**config.mk**
```make
export PLATFORM = sky130hd
export DESIGN_NAME = rlp_item_splitter
export DESIGN_NICKNAME = d
export VERILOG_FILES = /design/src/rtl/core/rlpis_pkg.sv /design/src/rtl/core/rlpis_cfg_regs.sv /design/src/rtl/core/rlpis_parser.sv /design/src/rtl/core/rlpis_out_queue.sv /design/src/rtl/core/rlp_item_splitter.sv
export SDC_FILE = /design/constraint.sdc
export NUM_CORES = 2
export LEC_CHECK = 0
export BUFFER_PORTS_ARGS = -buffer_cell sky130_fd_sc_hd__clkbuf_2
export CORE_ASPECT_RATIO = 0.5
export CORE_UTILIZATION = 56
export DETAILED_ROUTE_END_ITERATION = 8
export MAX_ROUTING_LAYER = met4
export PLACE_DENSITY = 0.77
export SKIP_CTS_REPAIR_TIMING = 1
export SYNTH_ARGS = -nofsm -noshare
export SYNTH_HDL_FRONTEND = slang
export SYNTH_SLANG_ARGS = --single-unit
```
**constraint.sdc**
```tcl
create_clock -name clk -period 4.91 [get_ports clk]
set_input_delay 0.491 -clock clk [delete_from_list [all_inputs] [get_ports clk]]
set_output_delay 0.491 -clock clk [all_outputs]
set_load 0.05 [all_outputs]
```
**src/rtl/core/rlpis_pkg.sv**
```systemverilog
`timescale 1ns / 1ps
`default_nettype none

package rlpis_pkg;

  // Width of a reportable byte offset; the offset counter carries one more bit
  // so that a stream running past the range can be seen.
  localparam int OFFSET_BITS = 16;
  localparam int LEN_BITS    = 64;
  localparam int COUNT_BITS  = 16;
  localparam int LBYTE_BITS  = 4;

  localparam logic [COUNT_BITS-1:0] MAX_FIELDS_RESET = 16'd16;

  // Configuration register map (word index taken from paddr[2]).
  localparam logic CFG_IDX_MAX_FIELDS = 1'b0;

  // Parse phase of the current item.
  typedef enum logic [1:0] {
    PH_PREFIX  = 2'd0,
    PH_LENGTH  = 2'd1,
    PH_PAYLOAD = 2'd2
  } phase_t;

  // Record status codes.
  typedef enum logic [1:0] {
    ST_ITEM    = 2'd0,
    ST_DONE    = 2'd1,
    ST_BUFEND  = 2'd2,
    ST_TOOLONG = 2'd3
  } status_t;

  // Item kinds.
  typedef enum logic [1:0] {
    KIND_SINGLE = 2'd0,
    KIND_STRING = 2'd1,
    KIND_LIST   = 2'd2
  } kind_t;

  // One result record.
  typedef struct packed {
    status_t                 status;
    kind_t                   kind;
    logic [OFFSET_BITS-1:0]  offset;
    logic [LEN_BITS-1:0]     length;
    logic [COUNT_BITS-1:0]   count;
    logic                    last;
  } rec_t;

  // Records produced by one input beat: count and up to two records.
  typedef struct packed {
    logic [1:0] num;
    rec_t       rec0;
    rec_t       rec1;
  } push_t;

  // A terminal record carries only status, count and the last flag.
  function automatic rec_t term_rec(status_t st, logic [COUNT_BITS-1:0] cnt);
    rec_t r;
    r        = '0;
    r.status = st;
    r.kind   = KIND_SINGLE;
    r.count  = cnt;
    r.last   = 1'b1;
    return r;
  endfunction

endpackage

`default_nettype wire

```
**src/rtl/core/rlpis_cfg_regs.sv**
```systemverilog
`timescale 1ns / 1ps
`default_nettype none

module rlpis_cfg_regs
  import rlpis_pkg::*;
(
  input  wire logic                  clk,
  input  wire logic                  rst_n,
  input  wire logic                  cfg_psel,
  input  wire logic                  cfg_penable,
  input  wire logic                  cfg_pwrite,
  input  wire logic [2:0]            cfg_paddr,
  input  wire logic [31:0]           cfg_pwdata,
  output logic      [31:0]           cfg_prdata,
  output logic                       cfg_pready,
  output logic      [COUNT_BITS-1:0] max_fields
);

  logic [COUNT_BITS-1:0] max_fields_r;
  logic                  sel_max;
  logic                  wr_en;

  assign cfg_pready = 1'b1;
  assign sel_max    = (cfg_paddr[2] == CFG_IDX_MAX_FIELDS);
  assign wr_en      = cfg_psel & cfg_penable & cfg_pwrite & cfg_pready;

  // Register write in the access phase.
  always_ff @(posedge clk) begin
    if (!rst_n) begin
      max_fields_r <= MAX_FIELDS_RESET;
    end else if (wr_en && sel_max) begin
      max_fields_r <= cfg_pwdata[COUNT_BITS-1:0];
    end
  end

  // Read-back mux.
  always_comb begin
    cfg_prdata = '0;
    if (sel_max) begin
      cfg_prdata = {{(32-COUNT_BITS){1'b0}}, max_fields_r};
    end
  end

  assign max_fields = max_fields_r;

endmodule

`default_nettype wire

```
**src/rtl/core/rlpis_parser.sv**
```systemverilog
`timescale 1ns / 1ps
`default_nettype none

module rlpis_parser
  import rlpis_pkg::*;
(
  input  wire logic                  clk,
  input  wire logic                  rst_n,
  input  wire logic                  beat,
  input  wire logic [7:0]            data_byte,
  input  wire logic                  end_of_stream,
  input  wire logic [COUNT_BITS-1:0] max_fields,
  output push_t                      push
);

  phase_t                 phase_r, phase_nxt;
  logic [LEN_BITS-1:0]    acc_r, acc_nxt;
  logic [LBYTE_BITS-1:0]  lbl_r, lbl_nxt;
  logic [LEN_BITS-1:0]    pleft_r, pleft_nxt;
  logic [OFFSET_BITS:0]   off_r, off_nxt;
  logic [COUNT_BITS-1:0]  found_r, found_nxt;
  kind_t                  pkind_r, pkind_nxt;
  logic [OFFSET_BITS-1:0] pstart_r, pstart_nxt;
  logic                   stopped_r, stopped_nxt;

  logic [OFFSET_BITS-1:0] pos;
  logic [OFFSET_BITS-1:0] pos_inc;
  logic [5:0]             short_len;
  logic                   complete;
  logic                   clear;
  logic                   parsed;

  assign pos       = off_r[OFFSET_BITS-1:0];
  assign pos_inc   = pos + 1'b1;
  assign short_len = data_byte[5:0];

  // One byte of the parse: next state and the records it produces.
  always_comb begin
    phase_nxt   = phase_r;
    acc_nxt     = acc_r;
    lbl_nxt     = lbl_r;
    pleft_nxt   = pleft_r;
    off_nxt     = off_r;
    found_nxt   = found_r;
    pkind_nxt   = pkind_r;
    pstart_nxt  = pstart_r;
    stopped_nxt = stopped_r;
    complete    = 1'b0;
    clear       = 1'b0;
    parsed      = 1'b0;
    push        = '0;

    if (beat) begin
      priority if (stopped_r) begin
        // Ignore bytes until the end of the buffer.
        clear = end_of_stream;
      end else if (off_r[OFFSET_BITS]) begin
        push.num  = 2'd1;
        push.rec0 = term_rec(ST_TOOLONG, found_r);
        clear       = end_of_stream;
        stopped_nxt = ~end_of_stream;
      end else if ((phase_r == PH_PREFIX) && (found_r >= max_fields)) begin
        push.num  = 2'd1;
        push.rec0 = term_rec(ST_DONE, found_r);
        clear       = end_of_stream;
        stopped_nxt = ~end_of_stream;
      end else begin
        parsed  = 1'b1;
        off_nxt = off_r + 1'b1;
      end

      if (parsed) begin
        unique case (phase_r)
          PH_PREFIX: begin
            if (!data_byte[7]) begin
              // Single byte item.
              pkind_nxt  = KIND_SINGLE;
              pstart_nxt = pos;
              acc_nxt    = '0;
              complete   = 1'b1;
            end else if (data_byte[5:3] != 3'b111) begin
              // Short string or short list.
              pkind_nxt  = data_byte[6] ? KIND_LIST : KIND_STRING;
              acc_nxt    = {{(LEN_BITS-6){1'b0}}, short_len};
              pstart_nxt = ((short_len == 6'd0) && !data_byte[6]) ? pos : pos_inc;
              if (short_len == 6'd0) begin
                complete = 1'b1;
              end else begin
                pleft_nxt = {{(LEN_BITS-6){1'b0}}, short_len};
                phase_nxt = PH_PAYLOAD;
              end
            end else begin
              // Long form: 1 to 8 length bytes follow.
              pkind_nxt = data_byte[6] ? KIND_LIST : KIND_STRING;
              lbl_nxt   = {1'b0, data_byte[2:0]} + 1'b1;
              acc_nxt   = '0;
              phase_nxt = PH_LENGTH;
            end
          end
          PH_LENGTH: begin
            acc_nxt = {acc_r[LEN_BITS-9:0], data_byte};
            lbl_nxt = lbl_r - 1'b1;
            if (lbl_nxt == '0) begin
              pstart_nxt = pos_inc;
              if (acc_nxt == '0) begin
                complete = 1'b1;
              end else begin
                pleft_nxt = acc_nxt;
                phase_nxt = PH_PAYLOAD;
              end
            end
          end
          PH_PAYLOAD: begin
            pleft_nxt = pleft_r - 1'b1;
            if (pleft_nxt == '0) begin
              complete = 1'b1;
            end
          end
          default: begin
            phase_nxt = PH_PREFIX;
          end
        endcase

        if (complete) begin
          phase_nxt        = PH_PREFIX;
          found_nxt        = found_r + 1'b1;
          push.rec0.status = ST_ITEM;
          push.rec0.kind   = pkind_nxt;
          push.rec0.offset = pstart_nxt;
          push.rec0.length = acc_nxt;
          push.rec0.count  = found_nxt;
          push.rec0.last   = 1'b0;
          push.num         = 2'd1;
          if (found_nxt >= max_fields) begin
            push.num    = 2'd2;
            push.rec1   = term_rec(ST_DONE, found_nxt);
            clear       = end_of_stream;
            stopped_nxt = ~end_of_stream;
          end else if (end_of_stream) begin
            push.num  = 2'd2;
            push.rec1 = term_rec(ST_DONE, found_nxt);
            clear     = 1'b1;
          end
        end else if (end_of_stream) begin
          push.num  = 2'd1;
          push.rec0 = term_rec(ST_BUFEND, found_r);
          clear     = 1'b1;
        end
      end

      // End of buffer returns all parse state to its reset values.
      if (clear) begin
        phase_nxt   = PH_PREFIX;
        acc_nxt     = '0;
        lbl_nxt     = '0;
        pleft_nxt   = '0;
        off_nxt     = '0;
        found_nxt   = '0;
        pkind_nxt   = KIND_SINGLE;
        pstart_nxt  = '0;
        stopped_nxt = 1'b0;
      end
    end
  end

  // Parse state registers.
  always_ff @(posedge clk) begin
    if (!rst_n) begin
      phase_r   <= PH_PREFIX;
      acc_r     <= '0;
      lbl_r     <= '0;
      pleft_r   <= '0;
      off_r     <= '0;
      found_r   <= '0;
      pkind_r   <= KIND_SINGLE;
      pstart_r  <= '0;
      stopped_r <= 1'b0;
    end else begin
      phase_r   <= phase_nxt;
      acc_r     <= acc_nxt;
      lbl_r     <= lbl_nxt;
      pleft_r   <= pleft_nxt;
      off_r     <= off_nxt;
      found_r   <= found_nxt;
      pkind_r   <= pkind_nxt;
      pstart_r  <= pstart_nxt;
      stopped_r <= stopped_nxt;
    end
  end

endmodule

`default_nettype wire

```
**src/rtl/core/rlpis_out_queue.sv**
```systemverilog
`timescale 1ns / 1ps
`default_nettype none

module rlpis_out_queue
  import rlpis_pkg::*;
(
  input  wire logic  clk,
  input  wire logic  rst_n,
  input  wire push_t push,
  output logic       room,
  output logic       rec_valid,
  input  wire logic  rec_ready,
  output rec_t       rec
);

  localparam int DEPTH = 4;
  localparam int PTR_BITS = $clog2(DEPTH);

  rec_t                mem_r [DEPTH];
  logic [PTR_BITS-1:0] wr_r, wr_nxt;
  logic [PTR_BITS-1:0] rd_r, rd_nxt;
  logic [PTR_BITS:0]   cnt_r, cnt_nxt;
  logic [PTR_BITS-1:0] wr_inc;
  logic                pop;

  // Room for the two records a single beat can produce.
  assign room      = (cnt_r <= (PTR_BITS+1)'(DEPTH - 2));
  assign rec_valid = (cnt_r != '0);
  assign rec       = mem_r[rd_r];
  assign pop       = rec_valid & rec_ready;
  assign wr_inc    = wr_r + 1'b1;

  // Pointer and fill count update.
  always_comb begin
    wr_nxt  = wr_r + PTR_BITS'(push.num);
    rd_nxt  = rd_r + PTR_BITS'(pop);
    cnt_nxt = cnt_r + (PTR_BITS+1)'(push.num) - (PTR_BITS+1)'(pop);
  end

  always_ff @(posedge clk) begin
    if (!rst_n) begin
      wr_r  <= '0;
      rd_r  <= '0;
      cnt_r <= '0;
    end else begin
      wr_r  <= wr_nxt;
      rd_r  <= rd_nxt;
      cnt_r <= cnt_nxt;
    end
  end

  // Record storage.
  always_ff @(posedge clk) begin
    if (push.num != 2'd0) begin
      mem_r[wr_r] <= push.rec0;
    end
    if (push.num == 2'd2) begin
      mem_r[wr_inc] <= push.rec1;
    end
  end

endmodule

`default_nettype wire

```
**src/rtl/core/rlp_item_splitter.sv**
```systemverilog
`timescale 1ns / 1ps
`default_nettype none

// Splits an RLP-encoded buffer into its top-level items.
// Input channel: one buffer byte per beat on in_tdata, in_tlast on the final
// byte of a buffer. Output channel: one record per beat with status and item
// kind on out_tuser, payload offset, payload length and item count on
// out_tdata, and out_tlast on the final record of a buffer.
// Configuration: one APB register, max_fields at byte address 0.
// The records for a byte are written into the output queue as it is taken.
// Throughput: one byte per cycle while in_tready is high. A byte that both
// completes an item and closes a buffer or reaches the item limit gives two
// records, which leave one by one through the four-entry output queue;
// in_tready needs two free entries, so one such byte does not stall input.
// Reset clears the parse state and the queue and sets max_fields to 16.
// When the receiver stalls, records wait in the queue and in_tready falls
// once fewer than two entries are free; nothing is dropped.
module rlp_item_splitter
  import rlpis_pkg::*;
(
  input  wire logic        clk,
  input  wire logic        rst_n,
  // Input channel.
  input  wire logic        in_tvalid,
  output logic             in_tready,
  input  wire logic [7:0]  in_tdata,   // [7:0] data_byte
  input  wire logic        in_tlast,
  // Result channel.
  output logic             out_tvalid,
  input  wire logic        out_tready,
  // [15:0] payload_offset, [79:16] payload_length, [95:80] field_count
  output logic [95:0]      out_tdata,
  output logic [3:0]       out_tuser,  // [1:0] status, [3:2] item_kind
  output logic             out_tlast,
  // Configuration port.
  input  wire logic        cfg_psel,
  input  wire logic        cfg_penable,
  input  wire logic        cfg_pwrite,
  input  wire logic [2:0]  cfg_paddr,
  input  wire logic [31:0] cfg_pwdata,
  output logic      [31:0] cfg_prdata,
  output logic             cfg_pready
);

  logic [COUNT_BITS-1:0] max_fields;
  push_t                 push;
  logic                  room;
  logic                  beat;
  rec_t                  rec;

  assign in_tready = room;
  assign beat      = in_tvalid & in_tready;

  rlpis_cfg_regs u_cfg (
    .clk         (clk),
    .rst_n       (rst_n),
    .cfg_psel    (cfg_psel),
    .cfg_penable (cfg_penable),
    .cfg_pwrite  (cfg_pwrite),
    .cfg_paddr   (cfg_paddr),
    .cfg_pwdata  (cfg_pwdata),
    .cfg_prdata  (cfg_prdata),
    .cfg_pready  (cfg_pready),
    .max_fields  (max_fields)
  );

  rlpis_parser u_parser (
    .clk           (clk),
    .rst_n         (rst_n),
    .beat          (beat),
    .data_byte     (in_tdata),
    .end_of_stream (in_tlast),
    .max_fields    (max_fields),
    .push          (push)
  );

  rlpis_out_queue u_queue (
    .clk       (clk),
    .rst_n     (rst_n),
    .push      (push),
    .room      (room),
    .rec_valid (out_tvalid),
    .rec_ready (out_tready),
    .rec       (rec)
  );

  // Pack the head record onto the output beat.
  assign out_tdata = {rec.count, rec.length, rec.offset};
  assign out_tuser = {rec.kind, rec.status};
  assign out_tlast = rec.last;

endmodule

`default_nettype wire

```
# After elaboration in Yosys (flattened, before gate mapping)
# Memory sizes are Yosys's and may differ from the RTL's. A register that Yosys moved wholly into a read port is not among the register bits.
# Cells that the tools add are included.
[classes] add_sub_neg=11 muxes=92 bitwise_logic=6 n_lt_le_gt_ge=3 n_eq_ne=18 reduce_logical=22
[ops] cell="$mux 64" count=10
[ops] cell="$mux 103" count=4
[ops] cell="$mux 204" count=2
[ops] cell="$mux 101" count=2
[ops] cell="$pmux 64 s3" count=1
[ops] cell="$mux 16" count=10
[ops] cell="$logic_not 64->1" count=2
[ops] cell="$pmux 64 s2" count=1
[ops] cell="$mux 102" count=1
[ops] cell="$mux 100" count=1
[ops] cell="$mux 17" count=4
[ops] cell="$sub 64x1->64 const B" count=1
[ops] cell="$add 16x1->16 const B" count=2
[ops] cell="$ge 16x16->1" count=2
[ops] cell="$mux 2" count=16
[ops] cell="$pmux 16 s2" count=1
[ops] cell="$mux 1" count=31
[ops] cell="$ne 3x3->1 const B" count=6
[ops] cell="$add 17x1->17 const B" count=1
[ops] cell="$mux 4" count=4
[ops] cell="$ne 4x4->1 const B" count=2
[ops] cell="$pmux 4 s2" count=1
[ops] cell="$reduce_and 8->1" count=1
[ops] cell="$reduce_and 7->1" count=1
[ops] cell="31 further kinds" count=45
[totals] output_inout_bits=136 memories=1 mem_bits_rw=404 reg_bits=209
[memory_table] memory="u_queue.mem_r" depth=4 word_bits=101 read_ports=1 rd_clocked_by_memory_dff=1 wr=2 line="rlpis_out_queue.sv:19" source="rec_t mem_r [DEPTH];"

# Depth between registers and ports, before layout
[logic_depth] ltp_word=14 ltp_mapped=25

# Hierarchy
# Synthesis repeated with hierarchy kept, for this count alone.
[unflattened] hier_cells=3056 hier_area_um2=34732.1
[modules_own_cells] mod="rlpis_out_queue" seq_area_each_um2=12271.8 n_inst=1 cells_each=1021 area_per_inst_um2=19790.2
[modules_own_cells] mod="rlpis_parser" seq_area_each_um2=3723.6 n_inst=1 cells_each=1928 area_per_inst_um2=14023.4
[modules_own_cells] mod="rlpis_cfg_regs" seq_area_each_um2=320.3 n_inst=1 cells_each=106 area_per_inst_um2=912.1
[modules_own_cells] mod="rlp_item_splitter" seq_area_each_um2=0.0 n_inst=1 cells_each=1 area_per_inst_um2=6.3

# Worst setup path after synthesis
# OpenSTA, ideal clock, no wires.
[synth_timing] path_kind="register -> register" from="register u_parser.pleft_r[2]" to="register u_queue.cnt_r[2]" required_time_ns=4.795 arrival_ns=5.199 path_slack_ns=-0.404 path_stages_with_launch=20 period_less_slack_ns=5.314 setup_ns=0.115 path_cell_list="dfxtp_1 -> clkbuf_1 -> nor3_1 -> nand4_1 -> or2_2 -> clkbuf_1 -> nor4bb_1 -> xor2_1 -> or4_1 -> or4_1 -> o21a_4 -> buf_6 -> buf_6 -> nor2_2 -> nand2_1 -> ha_1 -> fa_1 -> xor2_1 -> xnor2_1 -> and2_1"
[synth_via] elab_chain_cells=11
[synth_rtl] element="from (decl)" line="rlpis_parser.sv:19" source="logic [LEN_BITS-1:0] pleft_r, pleft_nxt;"
[synth_rtl] element="from (signal assigned)" line="rlpis_parser.sv:182" source="pleft_r <= pleft_nxt;"
[synth_rtl] element="$sub 64x1->64" line="rlpis_parser.sv:114" source="pleft_nxt = pleft_r - 1'b1;"
[synth_rtl] element="$logic_not 64->1" line="rlpis_parser.sv:115" source="if (pleft_nxt == '0) begin"
[synth_rtl] element="$mux 1" line="rlpis_parser.sv:115"
[synth_rtl] element="$pmux 1 s3" line="rlpis_parser.sv:73" source="unique case (phase_r)"
[synth_rtl] element="$mux 1" line="rlpis_parser.sv:72" source="if (parsed) begin"
[synth_rtl] element="$mux 1" line="rlpis_parser.sv:53" source="if (beat) begin"
[synth_rtl] element="$mux 103" line="rlpis_parser.sv:124" source="if (complete) begin"
[synth_rtl] element="$mux 204" line="rlpis_parser.sv:72"
[synth_rtl] element="$mux 204" line="rlpis_parser.sv:53"
[synth_rtl] element="$add 3x2->3" line="rlpis_out_queue.sv:37" source="cnt_nxt = cnt_r + (PTR_BITS+1)'(push.num) - (PTR_BITS+1)'(pop);"
[synth_rtl] element="$sub 3x1->3" line="rlpis_out_queue.sv:37"
[synth_rtl] element="to (signal assigned)" line="rlpis_out_queue.sv:48" source="cnt_r <= cnt_nxt;"
[synth_rtl] element="to (decl)" line="rlpis_out_queue.sv:22" source="logic [PTR_BITS:0] cnt_r, cnt_nxt;"
# No other way between the ends. The select of a mux whose other input is x is not followed.
# A chain may end at the register's enable or synchronous reset.

# Worst setup path after layout
[layout_timing] from="register u_parser.pleft_r[27]" to="register u_queue.cnt_r[2]"
# Same word-level chain as after synthesis.

==> run summary <==
The first global-routing pass estimated 145600 µm of wire. The region available for standard cell placement spans 55940 µm². The total of flip-flops plus latches after synthesis works out to 613. For the worst slew margin relative to its limit, the log shows 37.09%. The leftover overflow at the end of global routing is 0, and the transition time at the pin with the least slew margin is 0.9404 ns. For this run, the number of standard cells in the final layout without fillers is 4375. The filler cells instantiated in the layout total 4398. Using the TritonRoute via totals, the vias-per-cell ratio works out to 6.317.

Routability-driven placement finished with a final weighted congestion of 0.9789. The multi-input combinational cells in the finished layout cover a total of 17530 µm². The count of final max-slew check failures was 0; the number of cells traversed by the worst hold path was 3. Number of placed instances with taps included: 4272. The critical path is of the register to register type. The initial antenna violation count was 1.

Sequential elements use 40.68% of the synthesized area. The share of flip-flops with an asynchronous set or reset after synthesis was 0%. The run finished with clean final reports. The tree built by TritonCTS fans out to 613 sinks.

The cell count after synthesis came out at 3444. The worst setup path is captured at a register. The clock passes through at most 3 buffers. The tools report the cell area after synthesis as 31940 µm². Yosys attributes the largest share of cell area to dfxtp_1, mux2i_1, mux4_2. In this run the worst path has a maximum fanout of 7.

The tools report the final antenna-violating net count as 0. From left edge to right edge, the die measures 339.8 µm. The final critical path takes up 99.56% of the cycle. After detailed routing, the wire length on met1 is 38780 µm. The number of antenna diodes in the final layout is 0. The initial utilization of the core area, before any placement, comes to 57.10%. Based on the critical path, the design can be clocked at up to 0.2046 GHz. After clock tree synthesis, the clock-pin slew on the worst setup and hold paths is 0.07 ns. The min-delay analysis places its worst path in the category input port to register. Summed over all layers, the routed wires come to 93940 µm. The die covers 58060 µm². The run gives -0.06072 ns as the placement-stage worst setup slack.

For the insertion delay to the later sink of the worst-skew pair, the log shows 0.64 ns. The run gives 61640 µm as the detailed-placement wirelength estimate. Compared with the post-synthesis result, the final layout area differs by 14.31%.

The share of the synthesized area in the top cell type came out at 33.91%. The via count of the first global-routing pass is 26290. The total number of vias was 27640. 187 I/O pins were placed. Setup repair after global routing could not meet its margin everywhere. Dividing the detail-routed wire length by the instance count gives 21.47 µm. VDD sags by at most 0.3572 mV.

The all-layer global routing usage is 32.18%, and the minimum setup slack in the final design is 0.02182 ns. After layout, the minimum clock period comes to 4.888 ns. Across the whole layout, storage elements account for 13000 µm².

The vertical die dimension was 170.9 µm. The clock buffer count from CTS is 53. TritonCTS built the clock tree. The logic depth of the worst register-to-register path came out at 18. CTS built an H-tree with a depth of 2.

Before antenna repair, the detailed router went through 6 iterations. The tree is rooted in a clkbuf_16. The data arrival at the endpoint of the critical path is 5.41 ns.

Power spread over the standard cell area amounts to 368.6 nW/µm². Cells with a size suffix above 1 make up 18.57% of the layout. The logs give 6761 µm for the total met3 wirelength after detailed routing and 0.02641 ns for the worst-case clock skew. By count the netlist is led by dfxtp_1, nor2_1, nand2_1, mux2i_1, a21oi_1. The tools report the post-detailed-route DRC marker count as 0.

The count of standard-cell rows came out at 61. Data on the critical path is required at its endpoint by 5.43 ns. Counting flops with a built-in enable in the synthesized netlist gives 72. The most used flip-flop cell after synthesis is dfxtp_1. The count of cell types in the netlist is 78. The type of origin of the critical path is a register. The pin count of the biggest net entering global routing is 170. The mean area per synthesized cell is 9.275 µm², and the final-report hold violation count is 0. The Yosys step of the flow raised 0 warnings. Setup violations remaining at the end of the flow were counted as 0.

The layout net count is 3678, and the total of max-cap violations is 0. The most used standard cell by instance count after synthesis is dfxtp_1. The standby leakage power came out at 13.47 nW. In the detailed route, the total length drawn on met2 is 45090 µm. The first routing iteration left 2977 violations. The highest metal layer with signal wires is met4. The largest total area in the synthesized netlist belongs to dfxtp_1.

The count of buffers from port buffering is 151.
[layer usage]
metal | up-vias | global-route usage, %
li1 | 12640 | -
met2 | 1272 | 52.84
met4 | 0 | 11.73
met5 | - | -
met1 | 13520 | 41.14
met3 | 208 | 3.911
[sequential cells by signal, summed over array words and instances, names as in the netlist]
signal              cells
u_parser.pleft_r       64
u_parser.phase_r        2
u_queue.wr_r            2
u_parser.stopped_r      1
u_parser.found_r       16
u_parser.pstart_r      16
u_parser.pkind_r        2
u_parser.lbl_r          4
u_queue.mem_r         404
u_parser.off_r         17
u_cfg.max_fields       16
u_parser.acc_r         64
u_queue.cnt_r           3
u_queue.rd_r            2
[worst paths after layout]
check,startpoint,end,slack (ns)
worst min-delay path,cfg_pwdata[11],u_cfg.max_fields[11],0.1
worst min register to register,u_queue.mem_r[1][55],u_queue.mem_r[1][55],0.45
worst max-delay path,u_parser.pleft_r[27],u_queue.cnt_r[2],0.02
worst max register to register,u_parser.pleft_r[27],u_queue.cnt_r[2],0.02
[metrics by stage]
| step | TNS [ns] | cell area, µm² | power, mW | hold slack (ns) | util [%] |
|---|---|---|---|---|---|
| 5_1_grt | -1.761 | 36510 | 13.92 | 0.09905 | 65.27 |
| 3_3_place_gp | -0.06683 | 34410 | 8.750 | 0.4354 | 61.50 |
| 2_1_floorplan | -0.1617 | 32050 | 7.855 | 0.4289 | - |
| 6_report | 0 | 36510 | 13.46 | 0.09528 | 65.27 |
| 4_1_cts | -2.421 | 36340 | 13.40 | 0.08456 | 64.96 |
| 3_5_place_dp | -0.08823 | 34410 | 8.785 | 0.4449 | 61.50 |
[worst max-delay path, stage by stage, from the launching register on]
cell     delay (ns)
dfxtp_1        0.31
or4_4          0.54
or3_4          0.39
or4_4          0.42
buf_6          0.15
nor3_2         0.17
xor2_1         0.11
or4_1          0.52
or4_4          0.56
o21a_4         0.27
nor2_1         0.09
nor3_1         0.05
nor2_1         0.18
ha_2           0.19
inv_1          0.05
fa_2           0.33
xor2_1         0.16
xnor2_1        0.13
and2_1         0.15
[where the power goes]
part           internal [mW]  switching, mW  total [mW]
logic                   1.21           2.17        3.39
registers               5.21          0.179        5.39
clock network           2.67           2.02        4.69
[logic make-up (layout without fill, tap and decap cells)]
kind of cell / Yosys count / in the layout / share of synthesized area, %
AOI/OAI and AO/OA: 672 / 672 / 14.00
xor gates and xnor gates: 79 / 79 / 2.166
adders and majority gates: 50 / 50 / 1.982
buffers and inverters: 362 / 522 / 5.398
DFF: 613 / 613 / 40.68
muxes: 359 / 359 / 15.21
other: 2 / 17 / 0.02351
and+or+nand+nor: 1307 / 1307 / 20.55
[layout by cell type (no fill, tap or decap), types with 21 or more instances in the layout]
master,instances
buf_4,186
ha_1,46
nor4_1,32
dfxtp_1,537
nand4_1,40
o221ai_1,21
or3_1,22
clkbuf_16,59
a21oi_1,221
nor3_1,121
nor2_1,369
edfxtp_1,72
xnor2_1,33
inv_1,49
xor2_1,45
clkbuf_2,150
mux2i_1,258
o21ai_0,76
nor3_4,21
o22ai_1,28
and2_1,27
nand3_1,48
and3_1,24
a32oi_1,46
nand2_1,338
mux4_2,101
nor2b_1,159
a21boi_0,23
a22oi_1,112
buf_12,31
[area by class of cell]
class,count,area share [%]
clock inverters,23,1.031
clock buffers,74,4.273
flip-flops and latches,613,35.61
repair buffers,374,7.971
inverters,51,0.5243
multi-input cells,2484,48.00
well taps,756,2.591
(Power assumes the default switching activity.)
